===== src/design/dfc_pkg.sv =====
// Shared types and constants for the direct-form FIR convolution block.
`default_nettype none

package dfc_pkg;

    localparam int TAPS_DEF        = 64;
    localparam int SAMPLE_BITS_DEF = 16;
    localparam int IDX_W           = 6;   // tap_index field width
    localparam int TC_W            = 7;   // tap_count register width
    localparam int TC_RESET        = 1;
    localparam int ACC_W           = 64;  // saturating accumulator width

    // command queue between front and back; depth must stay a power of two
    localparam int QDEPTH = 2;
    localparam int QAW    = 1;

    typedef enum logic
    {
        OP_LOAD   = 1'b0,
        OP_SAMPLE = 1'b1
    } op_t;

    typedef struct packed
    {
        op_t              kind;
        logic [IDX_W-1:0] index;
        logic             last;
    } cmd_ctrl_t;

    typedef enum logic [1:0]
    {
        B_IDLE,
        B_MAC,
        B_DRAIN,
        B_OUT
    } back_state_t;

endpackage

`default_nettype wire


===== src/design/dfc_ram.sv =====
// Generic single-write, single-read RAM with registered read data.
`default_nettype none

module dfc_ram #(
    parameter int WIDTH = 16,
    parameter int DEPTH = 64
) (
    input  wire logic                     clk,
    input  wire logic                     wr_en,
    input  wire logic [$clog2(DEPTH)-1:0] wr_addr,
    input  wire logic [WIDTH-1:0]         wr_data,
    input  wire logic [$clog2(DEPTH)-1:0] rd_addr,
    output logic      [WIDTH-1:0]         rd_data
);

    logic [WIDTH-1:0] mem_reg [DEPTH];

    always_ff @(posedge clk)
    begin
        if (wr_en)
        begin
            mem_reg[wr_addr] <= wr_data;
        end
        rd_data <= mem_reg[rd_addr];
    end

endmodule

`default_nettype wire


===== src/design/dfc_front.sv =====
// Front end: accepts input items, classifies them and queues commands for the back end.
`default_nettype none

module dfc_front
    import dfc_pkg::*;
#(
    parameter int TAPS        = TAPS_DEF,
    parameter int SAMPLE_BITS = SAMPLE_BITS_DEF
) (
    input  wire logic                          clk,
    input  wire logic                          rst_n,
    input  wire logic                          in_valid,
    output logic                               in_ready,
    input  wire logic                          op,
    input  wire logic        [IDX_W-1:0]       tap_index,
    input  wire logic signed [SAMPLE_BITS-1:0] coefficient,
    input  wire logic signed [SAMPLE_BITS-1:0] sample,
    input  wire logic                          last,
    output logic                               cmd_valid,
    input  wire logic                          cmd_ready,
    output cmd_ctrl_t                          cmd_ctrl,
    output logic signed      [SAMPLE_BITS-1:0] cmd_data
);

    cmd_ctrl_t                      ctrl_reg [QDEPTH];
    logic signed [SAMPLE_BITS-1:0]  data_reg [QDEPTH];
    logic [QAW-1:0]                 wr_ptr_reg, wr_ptr_next;
    logic [QAW-1:0]                 rd_ptr_reg, rd_ptr_next;
    logic [QAW:0]                   count_reg, count_next;

    cmd_ctrl_t                      in_ctrl;
    logic signed [SAMPLE_BITS-1:0]  in_data;
    logic                           is_sample;
    logic                           keep;
    logic                           push;
    logic                           pop;

    // loads to slots beyond the store are taken and dropped
    assign is_sample = (op == OP_SAMPLE);
    assign keep      = is_sample || (32'(tap_index) < TAPS);

    always_comb
    begin
        in_ctrl.kind  = is_sample ? OP_SAMPLE : OP_LOAD;
        in_ctrl.index = tap_index;
        in_ctrl.last  = last & is_sample;
        in_data       = is_sample ? sample : coefficient;
    end

    assign in_ready  = (count_reg != (QAW+1)'(QDEPTH));
    assign cmd_valid = (count_reg != '0);
    assign push      = in_valid && in_ready && keep;
    assign pop       = cmd_valid && cmd_ready;
    assign cmd_ctrl  = ctrl_reg[rd_ptr_reg];
    assign cmd_data  = data_reg[rd_ptr_reg];

    always_comb
    begin
        wr_ptr_next = wr_ptr_reg;
        rd_ptr_next = rd_ptr_reg;
        count_next  = count_reg;
        if (push)
        begin
            wr_ptr_next = wr_ptr_reg + 1'b1;
        end
        if (pop)
        begin
            rd_ptr_next = rd_ptr_reg + 1'b1;
        end
        if (push && !pop)
        begin
            count_next = count_reg + 1'b1;
        end
        else if (pop && !push)
        begin
            count_next = count_reg - 1'b1;
        end
    end

    always_ff @(posedge clk or negedge rst_n)
    begin
        if (!rst_n)
        begin
            wr_ptr_reg <= '0;
            rd_ptr_reg <= '0;
            count_reg  <= '0;
        end
        else
        begin
            wr_ptr_reg <= wr_ptr_next;
            rd_ptr_reg <= rd_ptr_next;
            count_reg  <= count_next;
        end
    end

    always_ff @(posedge clk)
    begin
        if (push)
        begin
            ctrl_reg[wr_ptr_reg] <= in_ctrl;
            data_reg[wr_ptr_reg] <= in_data;
        end
    end

endmodule

`default_nettype wire


===== src/design/dfc_back.sv =====
// Back end: coefficient and history stores, one-MAC-per-cycle filter engine, output register.
`default_nettype none

module dfc_back
    import dfc_pkg::*;
#(
    parameter int TAPS        = TAPS_DEF,
    parameter int SAMPLE_BITS = SAMPLE_BITS_DEF
) (
    input  wire logic                          clk,
    input  wire logic                          rst_n,
    input  wire logic                          cmd_valid,
    output logic                               cmd_ready,
    input  wire cmd_ctrl_t                     cmd_ctrl,
    input  wire logic signed [SAMPLE_BITS-1:0] cmd_data,
    input  wire logic        [TC_W-1:0]        tap_count,
    output logic                               out_valid,
    input  wire logic                          out_ready,
    output logic signed      [SAMPLE_BITS-1:0] out_sample,
    output logic                               out_last
);

    localparam int AW   = $clog2(TAPS);
    localparam int CW   = $clog2(TAPS + 1);
    localparam int FRAC = SAMPLE_BITS - 1;
    localparam int PW   = 2 * SAMPLE_BITS;

    localparam logic signed [ACC_W-1:0] ACC_MAX = {1'b0, {(ACC_W-1){1'b1}}};
    localparam logic signed [ACC_W-1:0] ACC_MIN = {1'b1, {(ACC_W-1){1'b0}}};
    localparam logic signed [ACC_W-1:0] Y_MAX   =
        {{(ACC_W-SAMPLE_BITS+1){1'b0}}, {(SAMPLE_BITS-1){1'b1}}};
    localparam logic signed [ACC_W-1:0] Y_MIN   = ~Y_MAX;

    back_state_t                   state_reg, state_next;
    logic [AW-1:0]                 head_reg, head_next;
    logic [CW-1:0]                 fill_reg, fill_next;
    logic [CW-1:0]                 n_reg, n_next;
    logic [CW-1:0]                 cnt_reg, cnt_next;
    logic [AW-1:0]                 rd_addr_reg, rd_addr_next;
    logic [CW-1:0]                 tail_reg, tail_next;
    logic                          last_reg, last_next;
    logic                          v1_reg, v1_next;
    logic                          z1_reg, z1_next;
    logic                          v2_reg, v2_next;
    logic signed [PW-1:0]          prod_reg, prod_next;
    logic signed [ACC_W-1:0]       acc_reg, acc_next;
    logic                          out_valid_reg, out_valid_next;
    logic signed [SAMPLE_BITS-1:0] out_sample_reg, out_sample_next;
    logic                          out_last_reg, out_last_next;

    logic                          coeff_we;
    logic [SAMPLE_BITS-1:0]        coeff_rdata;
    logic                          hist_we;
    logic [SAMPLE_BITS-1:0]        hist_wdata;
    logic [SAMPLE_BITS-1:0]        hist_rdata;
    logic                          issue;

    logic [CW-1:0]                 active_n;
    logic [AW-1:0]                 head_inc;
    logic [AW-1:0]                 rd_dec;
    logic [CW-1:0]                 fill_inc;
    logic signed [ACC_W-1:0]       prod_ext;
    logic signed [ACC_W-1:0]       sum;
    logic                          ovf;
    logic signed [ACC_W-1:0]       acc_sat;
    logic signed [ACC_W-1:0]       shifted;
    logic signed [SAMPLE_BITS-1:0] y;
    logic                          out_free;

    dfc_ram #(
        .WIDTH (SAMPLE_BITS),
        .DEPTH (TAPS)
    ) u_coeff_ram (
        .clk     (clk),
        .wr_en   (coeff_we),
        .wr_addr (AW'(cmd_ctrl.index)),
        .wr_data (cmd_data),
        .rd_addr (AW'(cnt_reg)),
        .rd_data (coeff_rdata)
    );

    // history is a circular buffer; head points at the newest sample
    dfc_ram #(
        .WIDTH (SAMPLE_BITS),
        .DEPTH (TAPS)
    ) u_hist_ram (
        .clk     (clk),
        .wr_en   (hist_we),
        .wr_addr (head_inc),
        .wr_data (hist_wdata),
        .rd_addr (rd_addr_reg),
        .rd_data (hist_rdata)
    );

    always_comb
    begin
        if (tap_count == '0)
        begin
            active_n = CW'(1);
        end
        else if (32'(tap_count) > TAPS)
        begin
            active_n = CW'(TAPS);
        end
        else
        begin
            active_n = CW'(tap_count);
        end
    end

    assign head_inc = (head_reg == AW'(TAPS - 1)) ? '0 : head_reg + 1'b1;
    assign rd_dec   = (rd_addr_reg == '0) ? AW'(TAPS - 1) : rd_addr_reg - 1'b1;
    assign fill_inc = (fill_reg == CW'(TAPS)) ? fill_reg : fill_reg + 1'b1;

    // saturating accumulate
    assign prod_ext = ACC_W'(prod_reg);
    assign sum      = acc_reg + prod_ext;
    assign ovf      = (acc_reg[ACC_W-1] == prod_ext[ACC_W-1]) &&
                      (sum[ACC_W-1] != acc_reg[ACC_W-1]);
    assign acc_sat  = ovf ? (acc_reg[ACC_W-1] ? ACC_MIN : ACC_MAX) : sum;

    // floor shift then clamp to the sample range
    assign shifted = acc_reg >>> FRAC;
    always_comb
    begin
        if (shifted > Y_MAX)
        begin
            y = Y_MAX[SAMPLE_BITS-1:0];
        end
        else if (shifted < Y_MIN)
        begin
            y = Y_MIN[SAMPLE_BITS-1:0];
        end
        else
        begin
            y = shifted[SAMPLE_BITS-1:0];
        end
    end

    assign out_free = !out_valid_reg || out_ready;

    // MAC pipeline: RAM read, multiply, accumulate
    always_comb
    begin
        v1_next = issue;
        z1_next = (cnt_reg >= fill_reg);   // older than anything written: reads as zero
        v2_next = v1_reg;
        if (z1_reg)
        begin
            prod_next = '0;
        end
        else
        begin
            prod_next = $signed(coeff_rdata) * $signed(hist_rdata);
        end
    end

    always_comb
    begin
        state_next      = state_reg;
        head_next       = head_reg;
        fill_next       = fill_reg;
        n_next          = n_reg;
        cnt_next        = cnt_reg;
        rd_addr_next    = rd_addr_reg;
        tail_next       = tail_reg;
        last_next       = last_reg;
        acc_next        = acc_reg;
        out_valid_next  = out_valid_reg && !out_ready;
        out_sample_next = out_sample_reg;
        out_last_next   = out_last_reg;
        cmd_ready       = 1'b0;
        coeff_we        = 1'b0;
        hist_we         = 1'b0;
        hist_wdata      = '0;
        issue           = 1'b0;

        if (v2_reg)
        begin
            acc_next = acc_sat;
        end

        unique case (state_reg)
            B_IDLE:
            begin
                cmd_ready = 1'b1;
                if (cmd_valid)
                begin
                    if (cmd_ctrl.kind == OP_LOAD)
                    begin
                        coeff_we = 1'b1;
                    end
                    else
                    begin
                        hist_we      = 1'b1;
                        hist_wdata   = cmd_data;
                        head_next    = head_inc;
                        fill_next    = fill_inc;
                        n_next       = active_n;
                        tail_next    = cmd_ctrl.last ? active_n - 1'b1 : '0;
                        last_next    = cmd_ctrl.last;
                        cnt_next     = '0;
                        rd_addr_next = head_inc;
                        acc_next     = '0;
                        state_next   = B_MAC;
                    end
                end
            end

            B_MAC:
            begin
                issue        = 1'b1;
                cnt_next     = cnt_reg + 1'b1;
                rd_addr_next = rd_dec;
                if (cnt_reg == n_reg - 1'b1)
                begin
                    state_next = B_DRAIN;
                end
            end

            B_DRAIN:
            begin
                if (!v1_reg && !v2_reg)
                begin
                    state_next = B_OUT;
                end
            end

            B_OUT:
            begin
                if (out_free)
                begin
                    out_valid_next  = 1'b1;
                    out_sample_next = y;
                    out_last_next   = last_reg && (tail_reg == '0);
                    if (tail_reg != '0)
                    begin
                        // tail output: shift a zero into the delay line
                        tail_next    = tail_reg - 1'b1;
                        hist_we      = 1'b1;
                        head_next    = head_inc;
                        fill_next    = fill_inc;
                        cnt_next     = '0;
                        rd_addr_next = head_inc;
                        acc_next     = '0;
                        state_next   = B_MAC;
                    end
                    else
                    begin
                        if (last_reg)
                        begin
                            fill_next = '0;   // end of signal clears the history
                        end
                        last_next  = 1'b0;
                        state_next = B_IDLE;
                    end
                end
            end

            default:
            begin
                state_next = B_IDLE;
            end
        endcase
    end

    always_ff @(posedge clk or negedge rst_n)
    begin
        if (!rst_n)
        begin
            state_reg     <= B_IDLE;
            head_reg      <= '0;
            fill_reg      <= '0;
            n_reg         <= CW'(1);
            cnt_reg       <= '0;
            rd_addr_reg   <= '0;
            tail_reg      <= '0;
            last_reg      <= 1'b0;
            v1_reg        <= 1'b0;
            v2_reg        <= 1'b0;
            out_valid_reg <= 1'b0;
        end
        else
        begin
            state_reg     <= state_next;
            head_reg      <= head_next;
            fill_reg      <= fill_next;
            n_reg         <= n_next;
            cnt_reg       <= cnt_next;
            rd_addr_reg   <= rd_addr_next;
            tail_reg      <= tail_next;
            last_reg      <= last_next;
            v1_reg        <= v1_next;
            v2_reg        <= v2_next;
            out_valid_reg <= out_valid_next;
        end
    end

    always_ff @(posedge clk)
    begin
        z1_reg         <= z1_next;
        prod_reg       <= prod_next;
        acc_reg        <= acc_next;
        out_sample_reg <= out_sample_next;
        out_last_reg   <= out_last_next;
    end

    assign out_valid  = out_valid_reg;
    assign out_sample = out_sample_reg;
    assign out_last   = out_last_reg;

endmodule

`default_nettype wire


===== src/design/direct_fir_convolution.sv =====
// Direct-form FIR linear convolution of a sample stream with a stored impulse response.
// Input channel (in_valid/in_ready): op selects a coefficient load (tap_index, coefficient)
// or a sample (sample, last). A load gives no output; a sample gives one output, and a
// sample marked last also gives n-1 tail outputs, n being tap_count clamped to 1..TAPS;
// then the delay line is cleared. out_last marks the final output of a signal.
// Config channel (cfg_valid/cfg_ready/cfg_data) writes tap_count; write it only while idle.
// Throughput: each output is computed by the single multiply-accumulate unit stepping one
// tap per cycle through the coefficient and history RAMs (one read port each). A load is
// written from the back end's idle state. A two-entry command
// queue lets the input side accept items while the back end is busy.
// Results sit in an output register; when the receiver stalls the engine holds its
// finished result, the queue fills and in_ready drops.
// Reset: tap_count returns to 1, the delay line reads as all zero (fill count cleared),
// the queue and output register empty. Coefficients are undefined until loaded.
`default_nettype none

module direct_fir_convolution
    import dfc_pkg::*;
#(
    parameter int TAPS        = TAPS_DEF,
    parameter int SAMPLE_BITS = SAMPLE_BITS_DEF
) (
    input  wire logic                          clk,
    input  wire logic                          rst_n,
    input  wire logic                          cfg_valid,
    output logic                               cfg_ready,
    input  wire logic        [TC_W-1:0]        cfg_data,
    input  wire logic                          in_valid,
    output logic                               in_ready,
    input  wire logic                          op,
    input  wire logic        [IDX_W-1:0]       tap_index,
    input  wire logic signed [SAMPLE_BITS-1:0] coefficient,
    input  wire logic signed [SAMPLE_BITS-1:0] sample,
    input  wire logic                          last,
    output logic                               out_valid,
    input  wire logic                          out_ready,
    output logic signed      [SAMPLE_BITS-1:0] out_sample,
    output logic                               out_last
);

    logic [TC_W-1:0]               tap_count_reg, tap_count_next;
    logic                          cmd_valid;
    logic                          cmd_ready;
    cmd_ctrl_t                     cmd_ctrl;
    logic signed [SAMPLE_BITS-1:0] cmd_data;

    assign cfg_ready = 1'b1;

    always_comb
    begin
        tap_count_next = tap_count_reg;
        if (cfg_valid && cfg_ready)
        begin
            tap_count_next = cfg_data;
        end
    end

    always_ff @(posedge clk or negedge rst_n)
    begin
        if (!rst_n)
        begin
            tap_count_reg <= TC_W'(TC_RESET);
        end
        else
        begin
            tap_count_reg <= tap_count_next;
        end
    end

    dfc_front #(
        .TAPS        (TAPS),
        .SAMPLE_BITS (SAMPLE_BITS)
    ) u_front (
        .clk         (clk),
        .rst_n       (rst_n),
        .in_valid    (in_valid),
        .in_ready    (in_ready),
        .op          (op),
        .tap_index   (tap_index),
        .coefficient (coefficient),
        .sample      (sample),
        .last        (last),
        .cmd_valid   (cmd_valid),
        .cmd_ready   (cmd_ready),
        .cmd_ctrl    (cmd_ctrl),
        .cmd_data    (cmd_data)
    );

    dfc_back #(
        .TAPS        (TAPS),
        .SAMPLE_BITS (SAMPLE_BITS)
    ) u_back (
        .clk        (clk),
        .rst_n      (rst_n),
        .cmd_valid  (cmd_valid),
        .cmd_ready  (cmd_ready),
        .cmd_ctrl   (cmd_ctrl),
        .cmd_data   (cmd_data),
        .tap_count  (tap_count_reg),
        .out_valid  (out_valid),
        .out_ready  (out_ready),
        .out_sample (out_sample),
        .out_last   (out_last)
    );

endmodule

`default_nettype wire

===== config.mk =====
export PLATFORM = sky130hd
export DESIGN_NAME = direct_fir_convolution
export DESIGN_NICKNAME = d
export VERILOG_FILES = /design/src/design/dfc_pkg.sv /design/src/design/dfc_ram.sv /design/src/design/dfc_front.sv /design/src/design/dfc_back.sv /design/src/design/direct_fir_convolution.sv
export SDC_FILE = /design/constraint.sdc
export NUM_CORES = 2
export LEC_CHECK = 0
export BUFFER_PORTS_ARGS = -buffer_cell sky130_fd_sc_hd__buf_2
export CORE_MARGIN = 5
export CORE_UTILIZATION = 40
export CTS_CLUSTER_SIZE = 12
export DETAILED_ROUTE_END_ITERATION = 8
export GPL_ROUTABILITY_DRIVEN = 0
export HOLD_SLACK_MARGIN = 0.1
export SKIP_CTS_REPAIR_TIMING = 1
export SLEW_MARGIN = 20
export SYNTH_ARGS = -nofsm -noshare
export SYNTH_HDL_FRONTEND = slang
export SYNTH_HIERARCHICAL = 1
export SYNTH_SLANG_ARGS = --single-unit

===== constraint.sdc =====
create_clock -name clk -period 6.5 [get_ports clk]
set_clock_uncertainty 0.15 [all_clocks]
set_input_delay 1.3 -clock clk [delete_from_list [all_inputs] [get_ports clk]]
set_output_delay 1.3 -clock clk [all_outputs]
set_load 0.02 [all_outputs]

==> results.tsv <==
metric	value	unit
top cell type by total area after synthesis	edfxtp_1	
Core Area	257200	sq um
final wirelength	249300	microns
Total Routing Usage GR	0.1824	
Syn Inst Count	6266	
setup ws final	0.2605	ns
worst path bufs/invs	5	
Least-Margin Pin Slew	1.126	ns
chip height	518.7	microns
TritonCTS clock tree	done	
minimum clock period	6.240	ns
routed vias/inst	5.540	
first-pass GRT wire length	372400	microns
CP most frequent cell	fa_1	
top post-synthesis cells by count	edfxtp_1 (2,113), mux4_2 (440), nand2_1 (424)	
Pre-antenna DRT Iters	6	
fin crit share	0.9599	
Post-synth EDFFs	2113	
final count of pins violating max slew	0	
Yosys warnings	6	
I/O pins	72	
gr ovfl total	0	
syn_nets	6748	
Worst path slowest cell	fa_1	
Hold Crit Class	reg -> reg	
post-DP HPWL	155700	microns
Post-Syn Area per Cell	16.52	sq um
die area	269100	sq um
CTS H-tree depth	4	
Post-synth ARST share	0.02479	
chip width	518.7	microns
footprint of the multi-input gates	32780	sq um
CTS buffer count	235	
clock root buffer	clkbuf_16	
max_slew headroom	0.2485	
Worst EP required	7.07	ns
Syn-to-layout area delta	11.59	%
Worst Setup End Kind	register	
slowest stage delay, CP	0.54	ns
FMAX	160.3	MHz
crit-path cells	buf_4 > and2_1 > fa_1 > inv_1 > fa_1 > fa_1 > inv_1 > fa_1 > fa_1 > inv_1 > fa_1 > inv_1 > ha_1 > a21oi_2 > o21ai_0 > a31oi_1 > o21ai_1 > nand4_1 > a31oi_4 > o32a_1 > xnor2_1 > nor2_1	
vias in the first global route	56480	
final setup fails	0	
Crit path max-delay family	adder cells	
Initial Util	0.4026	
vias	55810	
Yosys reg bits	2299	
Max FO, Critical Path	9	
register area	67510	sq um
pre-CTS setup slack	0.02742	ns
Fin. Hold Viols	0	
WP data arrival	6.81	ns
DR WL/cell	24.75	microns
clock sink total	2299	
CTS Buffer Depth	3	
Final ANT Viol Nets	0	
critical path type	reg -> reg	
Worst-Skew Late Latency	0.95	ns
nets	6998	
CP startpoint kind	register	
area share of the largest cell type after synthesis	0.6129	
post-synth cell types	103	
Buffers on Ports	70	
count leader, synth	edfxtp_1	
First DRT Iteration DRCs	5660	
status	finished clean	
cell area after layout	115500	sq um
initial antenna violation count	12	
clk slew on worst S/H paths	0.07	ns
synthesized area	103500	sq um
Synth Flop Type	edfxtp_1	
sequential-to-total area share from yosys stat	0.6516	
max cap viols	0	
Site Rows	186	
DP Area	108300	sq um
largest net degree at the start of global routing	99	
layout cells sized above 1	0.1902	
DRC	0	
ranking of synthesized cells by area	edfxtp_1 (61%), mux4_2 (9.6%), fa_1 (5.1%)	
FILL cells	22100	
## stage by stage
stage | TNS [ns] | utilization | std cells | hold WS [ns]
5_1_grt | -0.03609 | 0.4492 | 10070 | 0.2364
3_5_place_dp | 0 | 0.4210 | 9661 | 0.2095
3_3_place_gp | 0 | 0.4210 | 9661 | 0.2072
2_1_floorplan | 0 | - | 6266 | 0.1988
4_1_cts | -0.02447 | 0.4487 | 10070 | 0.2233
6_report | 0 | 0.4492 | 10070 | 0.2221
## routing by layer
metal,up-vias,global-route usage,part of all wire
met5,-,0,0.000044
li1,24430,-,-
met1,29130,0.2618,0.43
met3,305,0.02658,0.066
met2,1941,0.2970,0.48
met4,2,0.04023,0.021
## layout by cell type, fill, tap and decap left out, drive strengths merged, types with 18 or more instances in the layout
cell / instances
a211oi: 33
nand2: 427
buf: 326
mux4: 448
a221oi: 36
nor3: 30
nor2: 299
mux2: 102
nand4: 57
xor2: 51
o211ai: 18
xnor2: 60
nand3: 79
clkbuf: 313
edfxtp: 2113
a31oi: 32
nor4: 19
mux2i: 178
ha: 166
clkinv: 86
o21ai: 154
dfrtp: 55
and2: 151
nand2b: 49
fa: 264
inv: 377
a211o: 19
a21o: 52
a21oi: 186
dfxtp: 129
nor2b: 72
a22oi: 79
## logic make-up after synthesis
kind of cell | share of synthesized area
DFF | 0.6516
AOI/OAI and AO/OA | 0.04842
adders and majority gates | 0.07111
xor gates and xnor gates | 0.009391
muxes | 0.1273
and+or+nand+nor | 0.05888
buffers and inverters | 0.03320
other | 0.00003622
## path summary, 6_finish.rpt
check | startpoint | endpoint | slack (ns) | depth (start not counted)
worst max register to register | u_back/u_hist_ram/rd_data[6] | u_back/prod_reg[31] | 0.26 | 22
worst max-delay path | u_back/u_hist_ram/rd_data[6] | u_back/prod_reg[31] | 0.26 | 22
min in group asynchronous | rst_n | u_back/rd_addr_reg[3] | 0.37 | 1
max in group asynchronous | rst_n | u_back/cnt_reg[1] | 5.24 | 1
worst min register to register | u_back/v1_reg | u_back/v2_reg | 0.22 | 0
worst min-delay path | u_back/v1_reg | u_back/v2_reg | 0.22 | 0
## area by class of cell
type | count | area share
Sequential cell | 2299 | 0.5844
Multi-Input combinational cell | 3281 | 0.2838
Antenna cell | 4 | 0.00008665
Clock inverter | 94 | 0.007582
Inverter | 373 | 0.01212
Timing Repair Buffer | 326 | 0.02120
Tap cell | 3384 | 0.03665
Clock buffer | 313 | 0.05422
Power is left out: the tool's default activity adds up to more than one toggle a clock period on the data nets, which glitch-free logic cannot reach.
